`config.mk`:
```
export PLATFORM = sky130hd
export DESIGN_NAME = first_fit_segment_allocator_top
export DESIGN_NICKNAME = d
export VERILOG_FILES = /design/src/rtl/core/ffsa_pkg.sv /design/src/rtl/core/ffsa_ram.sv /design/src/rtl/core/ffsa_alu.sv /design/src/rtl/core/first_fit_segment_allocator_top.sv
export SDC_FILE = /design/constraint.sdc
export NUM_CORES = 2
export LEC_CHECK = 0
export ABC_AREA = 0
export BUFFER_PORTS_ARGS = -buffer_cell sky130_fd_sc_hd__buf_2
export CAP_MARGIN = 5
export CORE_UTILIZATION = 25
export DETAILED_ROUTE_END_ITERATION = 8
export GPL_TIMING_DRIVEN = 0
export SLEW_MARGIN = 20
export SYNTH_ARGS = -nofsm -noshare
export SYNTH_HDL_FRONTEND = slang
export SYNTH_HIERARCHICAL = 1
export SYNTH_SLANG_ARGS = --single-unit
```
`constraint.sdc`:
```
create_clock -name clk_i -period 12.1 [get_ports clk_i]
set_clock_uncertainty 0.05 [all_clocks]
set_input_delay 0.605 -clock clk_i [delete_from_list [all_inputs] [get_ports clk_i]]
set_output_delay 0.605 -clock clk_i [all_outputs]
set_load 0.05 [all_outputs]
```
`src/rtl/core/ffsa_pkg.sv`:
```
// ----------------------------------------------------------------------------
// ffsa_pkg
// Shared types and codes of the first-fit segment allocator.
// ----------------------------------------------------------------------------
package ffsa_pkg;

  localparam int FIELD_W  = 17;
  localparam int STATUS_W = 3;

  typedef enum logic {
    KIND_ALLOC = 1'b0,
    KIND_FREE  = 1'b1
  } kind_e;

  typedef enum logic [STATUS_W-1:0] {
    ST_OK           = 3'd0,
    ST_ZERO_OR_NULL = 3'd1,
    ST_NO_FIT       = 3'd2,
    ST_TABLE_FULL   = 3'd3,
    ST_UNKNOWN      = 3'd4
  } status_e;

  typedef enum logic {
    ALU_ADD = 1'b0,
    ALU_SUB = 1'b1
  } alu_op_e;

  typedef struct packed {
    logic gt;
    logic eq;
    logic lt;
  } alu_flags_t;

  typedef enum logic [3:0] {
    S_INIT,
    S_IDLE,
    S_PREP,
    S_SCAN,
    S_MOVE,
    S_A_SUB,
    S_A_HI,
    S_A_LO,
    S_F_RNEXT,
    S_F_CNEXT,
    S_F_HNEXT,
    S_F_RPREV,
    S_F_CPREV,
    S_F_HPREV,
    S_F_WR,
    S_RESULT
  } fsm_e;

endpackage

```
`src/rtl/core/ffsa_ram.sv`:
```
// ----------------------------------------------------------------------------
// ffsa_ram
// Generic single-write, single-read RAM with registered read data.
// ----------------------------------------------------------------------------
module ffsa_ram #(
  parameter int WIDTH = 8,
  parameter int DEPTH = 64
) (
  input  logic                     clk_i,
  input  logic                     we_i,
  input  logic [$clog2(DEPTH)-1:0] waddr_i,
  input  logic [WIDTH-1:0]         wdata_i,
  input  logic [$clog2(DEPTH)-1:0] raddr_i,
  output logic [WIDTH-1:0]         rdata_o
);

  logic [WIDTH-1:0] mem_q [DEPTH];
  logic [WIDTH-1:0] rdata_q;

  always_ff @(posedge clk_i) begin
    if (we_i) begin
      mem_q[waddr_i] <= wdata_i;
    end
    rdata_q <= mem_q[raddr_i];
  end

  assign rdata_o = rdata_q;

endmodule

```
`src/rtl/core/ffsa_alu.sv`:
```
// ----------------------------------------------------------------------------
// ffsa_alu
// Shared add/subtract and magnitude compare unit of the allocator sequencer.
// ----------------------------------------------------------------------------
module ffsa_alu
  import ffsa_pkg::*;
#(
  parameter int W = 18
) (
  input  alu_op_e      op_i,
  input  logic [W-1:0] a_i,
  input  logic [W-1:0] b_i,
  output logic [W-1:0] res_o,
  output alu_flags_t   flags_o
);

  always_comb begin
    case (op_i)
      ALU_ADD: res_o = a_i + b_i;
      ALU_SUB: res_o = a_i - b_i;
      default: res_o = a_i + b_i;
    endcase
    flags_o.gt = (a_i > b_i);
    flags_o.eq = (a_i == b_i);
    flags_o.lt = (a_i < b_i);
  end

endmodule

```
`src/rtl/core/first_fit_segment_allocator_top.sv`:
```
// ----------------------------------------------------------------------------
// first_fit_segment_allocator_top
// First-fit heap segment allocator with split on allocate and coalescing
// on free, built as a sequencer around one adder/comparator and a table RAM.
// ----------------------------------------------------------------------------
// One word is handled at a time; in_stall_o is high from acceptance until the
// result is parked in the output register, and a new word may be taken while
// that result still waits. The segment table lives in a single RAM with one
// read and one write port, and that port sets the timing: the address-ordered
// scan reads one entry per cycle, an allocate whose hit is not the last entry
// shifts the table tail up one entry per cycle, and an allocate then writes
// the free remainder and the allocated entry; a free scans the same way, reads
// both neighbors where they exist, and each merge shifts the tail down one
// entry per cycle. Zero size or null words skip the scan and go straight to
// the result. After reset the block writes the initial whole-heap segment
// before it takes its first word.
// ----------------------------------------------------------------------------
module first_fit_segment_allocator_top
  import ffsa_pkg::*;
#(
  parameter int HEAP_BYTES   = 65536,
  parameter int HEADER_BYTES = 32,
  parameter int MAX_SEGMENTS = 64
) (
  input  logic                clk_i,
  input  logic                rst_ni,
  input  logic                in_valid_i,
  output logic                in_stall_o,
  input  logic                kind_i,
  input  logic [FIELD_W-1:0]  request_bytes_i,
  input  logic [FIELD_W-1:0]  release_offset_i,
  output logic                out_valid_o,
  input  logic                out_stall_i,
  output logic [FIELD_W-1:0]  granted_offset_o,
  output logic [STATUS_W-1:0] status_o
);

  // datapath wide enough for offset + header and request + header
  localparam int DW = ($clog2(HEAP_BYTES) + 2 > FIELD_W + 1) ?
                      $clog2(HEAP_BYTES) + 2 : FIELD_W + 1;
  localparam int IW = $clog2(MAX_SEGMENTS);
  localparam int CW = $clog2(MAX_SEGMENTS + 1);
  localparam int EW = 2 * DW + 1;

  localparam logic [DW-1:0] HDR  = DW'(HEADER_BYTES);
  localparam logic [DW-1:0] HEAP = DW'(HEAP_BYTES);
  localparam logic [CW-1:0] MAXC = CW'(MAX_SEGMENTS);

  fsm_e state_q, state_d, ret_q, ret_d;

  kind_e         kind_q, kind_d;
  logic [DW-1:0] req_q, req_d;
  logic [DW-1:0] key_q, key_d;
  logic [DW-1:0] cur_start_q, cur_start_d;
  logic [DW-1:0] cur_len_q, cur_len_d;
  logic [IW-1:0] idx_q, idx_d;
  logic [CW-1:0] count_q, count_d;

  logic [CW-1:0] scn_rd_q, scn_rd_d;
  logic          scn_vld_q, scn_vld_d;
  logic [IW-1:0] scn_idx_q, scn_idx_d;

  logic [IW-1:0] mv_rd_q, mv_rd_d;
  logic [IW-1:0] mv_end_q, mv_end_d;
  logic [IW-1:0] mv_wa_q, mv_wa_d;
  logic          mv_up_q, mv_up_d;
  logic          mv_iss_q, mv_iss_d;
  logic          mv_pend_q, mv_pend_d;

  logic [FIELD_W-1:0] res_gnt_q, res_gnt_d;
  status_e            res_st_q, res_st_d;

  logic               out_vld_q, out_vld_d;
  logic [FIELD_W-1:0] out_gnt_q, out_gnt_d;
  status_e            out_st_q, out_st_d;

  logic          ram_we;
  logic [IW-1:0] ram_waddr, ram_raddr;
  logic [EW-1:0] ram_wdata, ram_rdata;

  alu_op_e       alu_op;
  logic [DW-1:0] alu_a, alu_b, alu_res;
  alu_flags_t    alu_flags;

  logic [DW-1:0] rd_start, rd_len;
  logic          rd_free;
  logic          accept;
  logic          hit;

  assign rd_start = ram_rdata[EW-1:DW+1];
  assign rd_len   = ram_rdata[DW:1];
  assign rd_free  = ram_rdata[0];

  assign in_stall_o = (state_q != S_IDLE);
  assign accept     = in_valid_i && !in_stall_o;

  ffsa_ram #(
    .WIDTH(EW),
    .DEPTH(MAX_SEGMENTS)
  ) u_table (
    .clk_i  (clk_i),
    .we_i   (ram_we),
    .waddr_i(ram_waddr),
    .wdata_i(ram_wdata),
    .raddr_i(ram_raddr),
    .rdata_o(ram_rdata)
  );

  ffsa_alu #(
    .W(DW)
  ) u_alu (
    .op_i   (alu_op),
    .a_i    (alu_a),
    .b_i    (alu_b),
    .res_o  (alu_res),
    .flags_o(alu_flags)
  );

  always_ff @(posedge clk_i or negedge rst_ni) begin
    if (!rst_ni) begin
      state_q   <= S_INIT;
      ret_q     <= S_IDLE;
      count_q   <= CW'(1);
      scn_vld_q <= 1'b0;
      mv_iss_q  <= 1'b0;
      mv_pend_q <= 1'b0;
      out_vld_q <= 1'b0;
    end else begin
      state_q   <= state_d;
      ret_q     <= ret_d;
      count_q   <= count_d;
      scn_vld_q <= scn_vld_d;
      mv_iss_q  <= mv_iss_d;
      mv_pend_q <= mv_pend_d;
      out_vld_q <= out_vld_d;
    end
  end

  always_ff @(posedge clk_i) begin
    kind_q      <= kind_d;
    req_q       <= req_d;
    key_q       <= key_d;
    cur_start_q <= cur_start_d;
    cur_len_q   <= cur_len_d;
    idx_q       <= idx_d;
    scn_rd_q    <= scn_rd_d;
    scn_idx_q   <= scn_idx_d;
    mv_rd_q     <= mv_rd_d;
    mv_end_q    <= mv_end_d;
    mv_wa_q     <= mv_wa_d;
    mv_up_q     <= mv_up_d;
    res_gnt_q   <= res_gnt_d;
    res_st_q    <= res_st_d;
    out_gnt_q   <= out_gnt_d;
    out_st_q    <= out_st_d;
  end

  always_comb begin
    state_d     = state_q;
    ret_d       = ret_q;
    kind_d      = kind_q;
    req_d       = req_q;
    key_d       = key_q;
    cur_start_d = cur_start_q;
    cur_len_d   = cur_len_q;
    idx_d       = idx_q;
    count_d     = count_q;
    scn_rd_d    = scn_rd_q;
    scn_vld_d   = scn_vld_q;
    scn_idx_d   = scn_idx_q;
    mv_rd_d     = mv_rd_q;
    mv_end_d    = mv_end_q;
    mv_wa_d     = mv_wa_q;
    mv_up_d     = mv_up_q;
    mv_iss_d    = mv_iss_q;
    mv_pend_d   = mv_pend_q;
    res_gnt_d   = res_gnt_q;
    res_st_d    = res_st_q;
    out_gnt_d   = out_gnt_q;
    out_st_d    = out_st_q;
    out_vld_d   = out_vld_q && out_stall_i;

    ram_we    = 1'b0;
    ram_waddr = '0;
    ram_wdata = '0;
    ram_raddr = '0;
    alu_op    = ALU_ADD;
    alu_a     = '0;
    alu_b     = '0;
    hit       = 1'b0;

    case (state_q)
      S_INIT: begin
        ram_we    = 1'b1;
        ram_waddr = '0;
        ram_wdata = {{DW{1'b0}}, HEAP, 1'b1};
        state_d   = S_IDLE;
      end

      S_IDLE: begin
        if (accept) begin
          kind_d    = kind_e'(kind_i);
          res_gnt_d = '0;
          if (kind_e'(kind_i) == KIND_FREE) begin
            req_d = DW'(release_offset_i);
          end else begin
            req_d = DW'(request_bytes_i);
          end
          if ((kind_e'(kind_i) == KIND_FREE && release_offset_i == '0) ||
              (kind_e'(kind_i) == KIND_ALLOC && request_bytes_i == '0)) begin
            res_st_d = ST_ZERO_OR_NULL;
            state_d  = S_RESULT;
          end else begin
            state_d = S_PREP;
          end
        end
      end

      // search key: request + header, or release offset - header
      S_PREP: begin
        alu_a     = req_q;
        alu_b     = HDR;
        alu_op    = (kind_q == KIND_FREE) ? ALU_SUB : ALU_ADD;
        key_d     = alu_res;
        scn_rd_d  = '0;
        scn_vld_d = 1'b0;
        if (kind_q == KIND_FREE && alu_flags.lt) begin
          res_st_d = ST_UNKNOWN;
          state_d  = S_RESULT;
        end else begin
          state_d = S_SCAN;
        end
      end

      // one read issued per cycle, data checked in the next cycle
      S_SCAN: begin
        ram_raddr = scn_rd_q[IW-1:0];
        scn_rd_d  = scn_rd_q + 1'b1;
        scn_vld_d = (scn_rd_q < count_q);
        scn_idx_d = scn_rd_q[IW-1:0];
        alu_b     = key_q;
        if (kind_q == KIND_FREE) begin
          alu_a = rd_start;
          hit   = scn_vld_q && !rd_free && alu_flags.eq;
        end else begin
          alu_a = rd_len;
          hit   = scn_vld_q && rd_free && alu_flags.gt;
        end
        if (hit) begin
          cur_start_d = rd_start;
          cur_len_d   = rd_len;
          idx_d       = scn_idx_q;
          if (kind_q == KIND_FREE) begin
            state_d = S_F_RNEXT;
          end else if (count_q == MAXC) begin
            res_st_d = ST_TABLE_FULL;
            state_d  = S_RESULT;
          end else if (CW'(scn_idx_q) + 1'b1 < count_q) begin
            // open a slot behind the hit: shift the tail up
            mv_rd_d   = IW'(count_q - 1'b1);
            mv_end_d  = scn_idx_q + 1'b1;
            mv_up_d   = 1'b1;
            mv_iss_d  = 1'b1;
            mv_pend_d = 1'b0;
            ret_d     = S_A_SUB;
            state_d   = S_MOVE;
          end else begin
            state_d = S_A_SUB;
          end
        end else if (scn_vld_q && CW'(scn_idx_q) == count_q - 1'b1) begin
          res_st_d = (kind_q == KIND_FREE) ? ST_UNKNOWN : ST_NO_FIT;
          state_d  = S_RESULT;
        end
      end

      // table shift, pipelined through the registered read port
      S_MOVE: begin
        if (mv_iss_q) begin
          ram_raddr = mv_rd_q;
          mv_pend_d = 1'b1;
          mv_wa_d   = mv_up_q ? mv_rd_q + 1'b1 : mv_rd_q - 1'b1;
          if (mv_rd_q == mv_end_q) begin
            mv_iss_d = 1'b0;
          end else begin
            mv_rd_d = mv_up_q ? mv_rd_q - 1'b1 : mv_rd_q + 1'b1;
          end
        end else begin
          mv_pend_d = 1'b0;
        end
        if (mv_pend_q) begin
          ram_we    = 1'b1;
          ram_waddr = mv_wa_q;
          ram_wdata = ram_rdata;
        end
        if (!mv_iss_q && !mv_pend_q) begin
          state_d = ret_q;
        end
      end

      S_A_SUB: begin
        alu_op    = ALU_SUB;
        alu_a     = cur_len_q;
        alu_b     = key_q;
        cur_len_d = alu_res;
        state_d   = S_A_HI;
      end

      // free remainder right behind the allocated part
      S_A_HI: begin
        alu_a     = cur_start_q;
        alu_b     = key_q;
        ram_we    = 1'b1;
        ram_waddr = idx_q + 1'b1;
        ram_wdata = {alu_res, cur_len_q, 1'b1};
        state_d   = S_A_LO;
      end

      S_A_LO: begin
        alu_a     = cur_start_q;
        alu_b     = HDR;
        ram_we    = 1'b1;
        ram_waddr = idx_q;
        ram_wdata = {cur_start_q, req_q, 1'b0};
        count_d   = count_q + 1'b1;
        res_gnt_d = alu_res[FIELD_W-1:0];
        res_st_d  = ST_OK;
        state_d   = S_RESULT;
      end

      S_F_RNEXT: begin
        if (CW'(idx_q) + 1'b1 < count_q) begin
          ram_raddr = idx_q + 1'b1;
          state_d   = S_F_CNEXT;
        end else begin
          state_d = S_F_RPREV;
        end
      end

      S_F_CNEXT: begin
        alu_a = cur_len_q;
        alu_b = rd_len;
        if (rd_free) begin
          cur_len_d = alu_res;
          state_d   = S_F_HNEXT;
        end else begin
          state_d = S_F_RPREV;
        end
      end

      // absorb the successor, drop its entry
      S_F_HNEXT: begin
        alu_a     = cur_len_q;
        alu_b     = HDR;
        cur_len_d = alu_res;
        count_d   = count_q - 1'b1;
        if (CW'(idx_q) + CW'(2) < count_q) begin
          mv_rd_d   = idx_q + IW'(2);
          mv_end_d  = IW'(count_q - 1'b1);
          mv_up_d   = 1'b0;
          mv_iss_d  = 1'b1;
          mv_pend_d = 1'b0;
          ret_d     = S_F_RPREV;
          state_d   = S_MOVE;
        end else begin
          state_d = S_F_RPREV;
        end
      end

      S_F_RPREV: begin
        if (idx_q != '0) begin
          ram_raddr = idx_q - 1'b1;
          state_d   = S_F_CPREV;
        end else begin
          state_d = S_F_WR;
        end
      end

      S_F_CPREV: begin
        alu_a = cur_len_q;
        alu_b = rd_len;
        if (rd_free) begin
          cur_len_d   = alu_res;
          cur_start_d = rd_start;
          state_d     = S_F_HPREV;
        end else begin
          state_d = S_F_WR;
        end
      end

      // fold into the predecessor, drop the released entry
      S_F_HPREV: begin
        alu_a     = cur_len_q;
        alu_b     = HDR;
        cur_len_d = alu_res;
        count_d   = count_q - 1'b1;
        idx_d     = idx_q - 1'b1;
        if (CW'(idx_q) + 1'b1 < count_q) begin
          mv_rd_d   = idx_q + 1'b1;
          mv_end_d  = IW'(count_q - 1'b1);
          mv_up_d   = 1'b0;
          mv_iss_d  = 1'b1;
          mv_pend_d = 1'b0;
          ret_d     = S_F_WR;
          state_d   = S_MOVE;
        end else begin
          state_d = S_F_WR;
        end
      end

      S_F_WR: begin
        ram_we    = 1'b1;
        ram_waddr = idx_q;
        ram_wdata = {cur_start_q, cur_len_q, 1'b1};
        res_st_d  = ST_OK;
        state_d   = S_RESULT;
      end

      S_RESULT: begin
        if (!out_vld_q || !out_stall_i) begin
          out_vld_d = 1'b1;
          out_gnt_d = res_gnt_q;
          out_st_d  = res_st_q;
          state_d   = S_IDLE;
        end
      end

      default: begin
        state_d = S_IDLE;
      end
    endcase
  end

  assign out_valid_o      = out_vld_q;
  assign granted_offset_o = out_gnt_q;
  assign status_o         = out_st_q;

  a_count_range: assert property (@(posedge clk_i) disable iff (!rst_ni)
    (count_q != '0) && (count_q <= MAXC))
    else $error("segment count out of range");

  a_count_step: assert property (@(posedge clk_i) disable iff (!rst_ni)
    (state_q == S_IDLE) |=> $stable(count_q))
    else $error("segment count changed while idle");

  a_move_no_overlap: assert property (@(posedge clk_i) disable iff (!rst_ni)
    (state_q == S_MOVE && mv_iss_q && mv_pend_q) |-> (mv_rd_q != mv_wa_q))
    else $error("table shift reads the entry it writes");

  a_fail_no_offset: assert property (@(posedge clk_i) disable iff (!rst_ni)
    (out_valid_o && status_o != ST_OK) |-> (granted_offset_o == '0))
    else $error("failed word carries an offset");

endmodule
```
==> impl_metrics.tcl <==
set metrics [dict create \
    netSwitchingPower_w 0.01214 \
    intPower_w 0.02003 \
    arrival_ps 7860 \
    leakagePower_nw 38.62 \
    synth-seq-cells 2573 \
    total_power_w 0.03216 \
    rows 235 \
    post-route-min-period_ps 7276 \
    crit_fanout 10 \
    grt-ovfl-total 0 \
    setup_viol 0 \
    yosys.area_share.simple 0.03569 \
    synth.cell_area_sq_um 103100 \
    synth_top_family_by_area "multiplexers" \
    status "completed" \
    layout-drive-gt1-share 0.2555 \
    synthFlopType "edfxtp_1" \
    dr.pass1.iters 7 \
    seq_area_sq_um 76810 \
    routed_wl_microns 327100 \
    drtIter0Drc 8745 \
    fmax_ghz 0.1374 \
    worst_pin_slew_ps 1404 \
    synth_area_leaders "edfxtp_1, mux4_2, mux2i_1" \
    required_ps 12680 \
    die_w_microns 644.1 \
    synth_compound_area_frac 0.04529 \
    synth-adder-area-share 0.009225 \
    syn_avg_cell_area_sq_um 19.58 \
    cp_num_buf_inv 5 \
    path_delay_family "buffers and inverters" \
    synth_cell_types 98 \
    crit_chain "ha_1 -> nand3_1 -> xor2_1 -> inv_1 -> ha_1 -> a21oi_1 -> o21ai_0 -> a21oi_2 -> nand3_1 -> mux2i_1 -> a221o_1 -> buf_2 -> buf_4 -> buf_2 -> buf_1 -> nand2_1 -> o221ai_1 -> o22ai_1 -> and3_1" \
    ys_warn_count 6 \
    grt_usage 0.1524 \
    p_sw_frac 0.3773 \
    multi_input_area_sq_um 25040 \
    insertion_delay_ps 870 \
    antenna_found_initial 30 \
    min-delay-path-class "input port to flip-flop" \
    powerDensity_nw_per_um2 260.6 \
    yosysTopAreaCellShare 0.7335 \
    path_class "flip-flop to flip-flop" \
    max_cap_violations 0 \
    place.gp.congestion 0.8991 \
    synthMuxAreaShare 0.1403 \
    clk_pin_slew_ps 60 \
    grt_pass1_wl_microns 448800 \
    final_nets 5889 \
    setup-tns-final_ps 0 \
    relSlewSlack 0.06422 \
    endpoint_kind "flip-flop" \
    grt_pass1_vias 56450 \
    synth.yosys.seq_area_share 0.7451 \
    synth-xor-area-share 0.005790 \
    clkSinkCount 2573 \
    dieArea_sq_um 414900 \
    area_growth_pct 19.75 \
    power_frac_clock 0.254 \
    slowest_delay_ps 890 \
    async_flop_share 0.006996 \
    root_buffer "clkbuf_16" \
    htree_levels 5 \
    viasPerCell 5.040 \
    fillers 39400 \
    vdd_drop_max_mv 0.1339 \
    hold_violations 0 \
    io-pin-count 61 \
    drc_errors 0 \
    cpMaxStageDelayCell "buf_1" \
    ant_nets 0 \
    vias 57610 \
    synth_edf_count 2518 \
    io_buffers 60 \
    die_h_microns 644.1 \
    period_share 0.6013 \
    cts_buffers 268 \
    maxSlewViolCount 0 \
    grt_setup_unrepaired "no" \
    cts_buffer_depth 4 \
    dpl.hpwl_microns 228800 \
    post_cts_buffers 0 \
    initial_core_util 0.2513 \
    wl_per_cell_microns 28.61 \
    rrSetupSlack_ps 4820 \
    p_comb_frac 0.389 \
    grt_max_degree 65 \
    start_kind "flip-flop" \
    synth_nets 5378 \
    yosysTopAreaCell "edfxtp_1" \
    tritoncts "built" \
    core-area_sq_um 410200 \
    p_seq_frac 0.357 \
    synth_cells 5265 \
]
state kept, by name, indices dropped and copies added (netlist names), 3 cells and up:
signal / flops
granted_offset_o: 17
mv_wa_q: 6
ret_q: 3
scn_rd_q: 7
u_table/mem_q: 2368
idx_q: 6
count_q: 7
cur_len_q: 18
mv_rd_q: 6
key_q: 18
res_st_q: 3
state_q: 4
req_q: 17
res_gnt_q: 17
status_o: 3
scn_idx_q: 6
u_table/rdata_o: 37
mv_end_q: 6
cur_start_q: 18
what timing repair did:
item | CTS | global route
hold buffers | 3 | 0
endpoints found under the hold margin | 18 | 0
gates resized for setup | 0 | 0
cell families after synthesis:
logic type | after synthesis
fa+ha+maj | 75
mux | 784
compound gates | 625
xor+xnor | 65
flops | 2573
buf+inv | 397
simple gates | 746
Yosys cell counts, types with 15 or more instances:
master,instances
a211oi_1,20
a21oi_1,76
a221o_1,50
a222oi_1,17
a22o_1,19
a22oi_1,87
a31oi_1,32
and2_1,26
and3_1,15
buf_1,22
buf_2,88
buf_4,33
buf_6,23
clkbuf_1,145
dfrtp_1,16
dfxtp_1,37
edfxtp_1,2518
ha_1,72
inv_1,77
mux2_2,72
mux2i_1,180
mux4_2,520
nand2_1,210
nand2b_1,20
nand3_1,98
nand4_1,74
nor2_1,176
nor2b_1,29
nor3_1,23
o21ai_0,58
o221ai_1,59
o22ai_1,82
xnor2_1,39
xor2_1,24
power groups by stage:
stage / Combinational [W] / Clock [W] / Sequential, W
2_1_floorplan: 0.00700 / 0 / 0.0116
4_1_cts: 0.0123 / 0.00825 / 0.0115
3_3_place_gp: 0.0117 / 0 / 0.0118
5_1_grt: 0.0129 / 0.00857 / 0.0115
6_report: 0.0125 / 0.00816 / 0.0115
3_5_place_dp: 0.0122 / 0 / 0.0117
placed cells by master, fill, tap and decap left out, types with 18 or more instances in the layout:
cell type     n
nand3_1      98
and2_1       26
a22o_1       18
xnor2_1      39
nor2_4       66
a221o_1      49
a22oi_1      87
nand2_1     192
clkbuf_16   279
xor2_1       24
buf_2       153
buf_12       84
clkinv_2     46
buf_1        18
a31oi_1      32
edfxtp_1   2518
o22ai_1      82
dfxtp_1      37
o221ai_1     58
mux2_2       72
nor3_1       20
clkinv_1     47
mux4_2      520
bufinv_16    25
nor2b_1      29
buf_16       75
o21ai_0      57
ha_1         72
clkbuf_1    183
nor2_1      111
nand2b_1     20
inv_1        61
a21oi_1      74
nand4_1      74
mux2i_1     178
buf_6        27
buf_4        42
worst register-to-register path, cell delays in order (launching register included):
cell and delay (ps):
edfxtp_1 440, ha_1 300, nand3_1 140, xor2_1 320, inv_1 140, ha_1 310, a21oi_1 130, o21ai_0 110
a21oi_2 220, nand3_1 330, mux2i_1 260, a221o_1 170, buf_2 330, buf_4 320, buf_2 550, buf_1 900
nand2_1 760, o221ai_1 600, o22ai_1 310, and3_1 410
layer usage:
layer / GRT usage / up-vias / wire length (microns)
met5: 0 / - / 86
met4: 0.06738 / 12 / 15750
met3: 0.04048 / 653 / 37790
met2: 0.2366 / 3442 / 147800
met1: 0.2000 / 30610 / 125600
li1: - / 22900 / -
layout make-up:
| cell class | instances | area share |
|---|---|---|
| flip-flops and latches | 2573 | 0.6222 |
| multi-input cells | 2295 | 0.2029 |
| clock buffers | 325 | 0.05820 |
| well taps | 5451 | 0.05525 |
| repair buffers | 241 | 0.03459 |
| plain buffers | 314 | 0.01312 |
| clock inverters | 138 | 0.01087 |
| inverters | 83 | 0.002666 |
| diodes | 11 | 0.0002230 |
stage by stage:
stage	util	area, sq um	worst slack [ps]	hold WS [ps]	std cells
2_1_floorplan	-	103100	7054	259.4	5265
3_3_place_gp	0.2687	110200	3112	356.3	10780
3_5_place_dp	0.2800	114800	5056	354.5	10950
4_1_cts	0.3008	123400	5051	9.794	11420
5_1_grt	0.3009	123400	4771	44.45	11420
6_report	0.3009	123400	4824	59.99	11430
worst paths after layout:
kind	depth (start not counted)	from	end
max reg2reg	19	idx_q[1]	u_table/rdata_o[14]
min	2	request_bytes_i[16]	req_q[16]
max	19	idx_q[1]	u_table/rdata_o[14]
max in group asynchronous	2	rst_ni	count_q[0]
min in group asynchronous	2	rst_ni	count_q[6]
min reg2reg	0	res_gnt_q[1]	granted_offset_o[1]
Power figures use the tool's default switching activity.
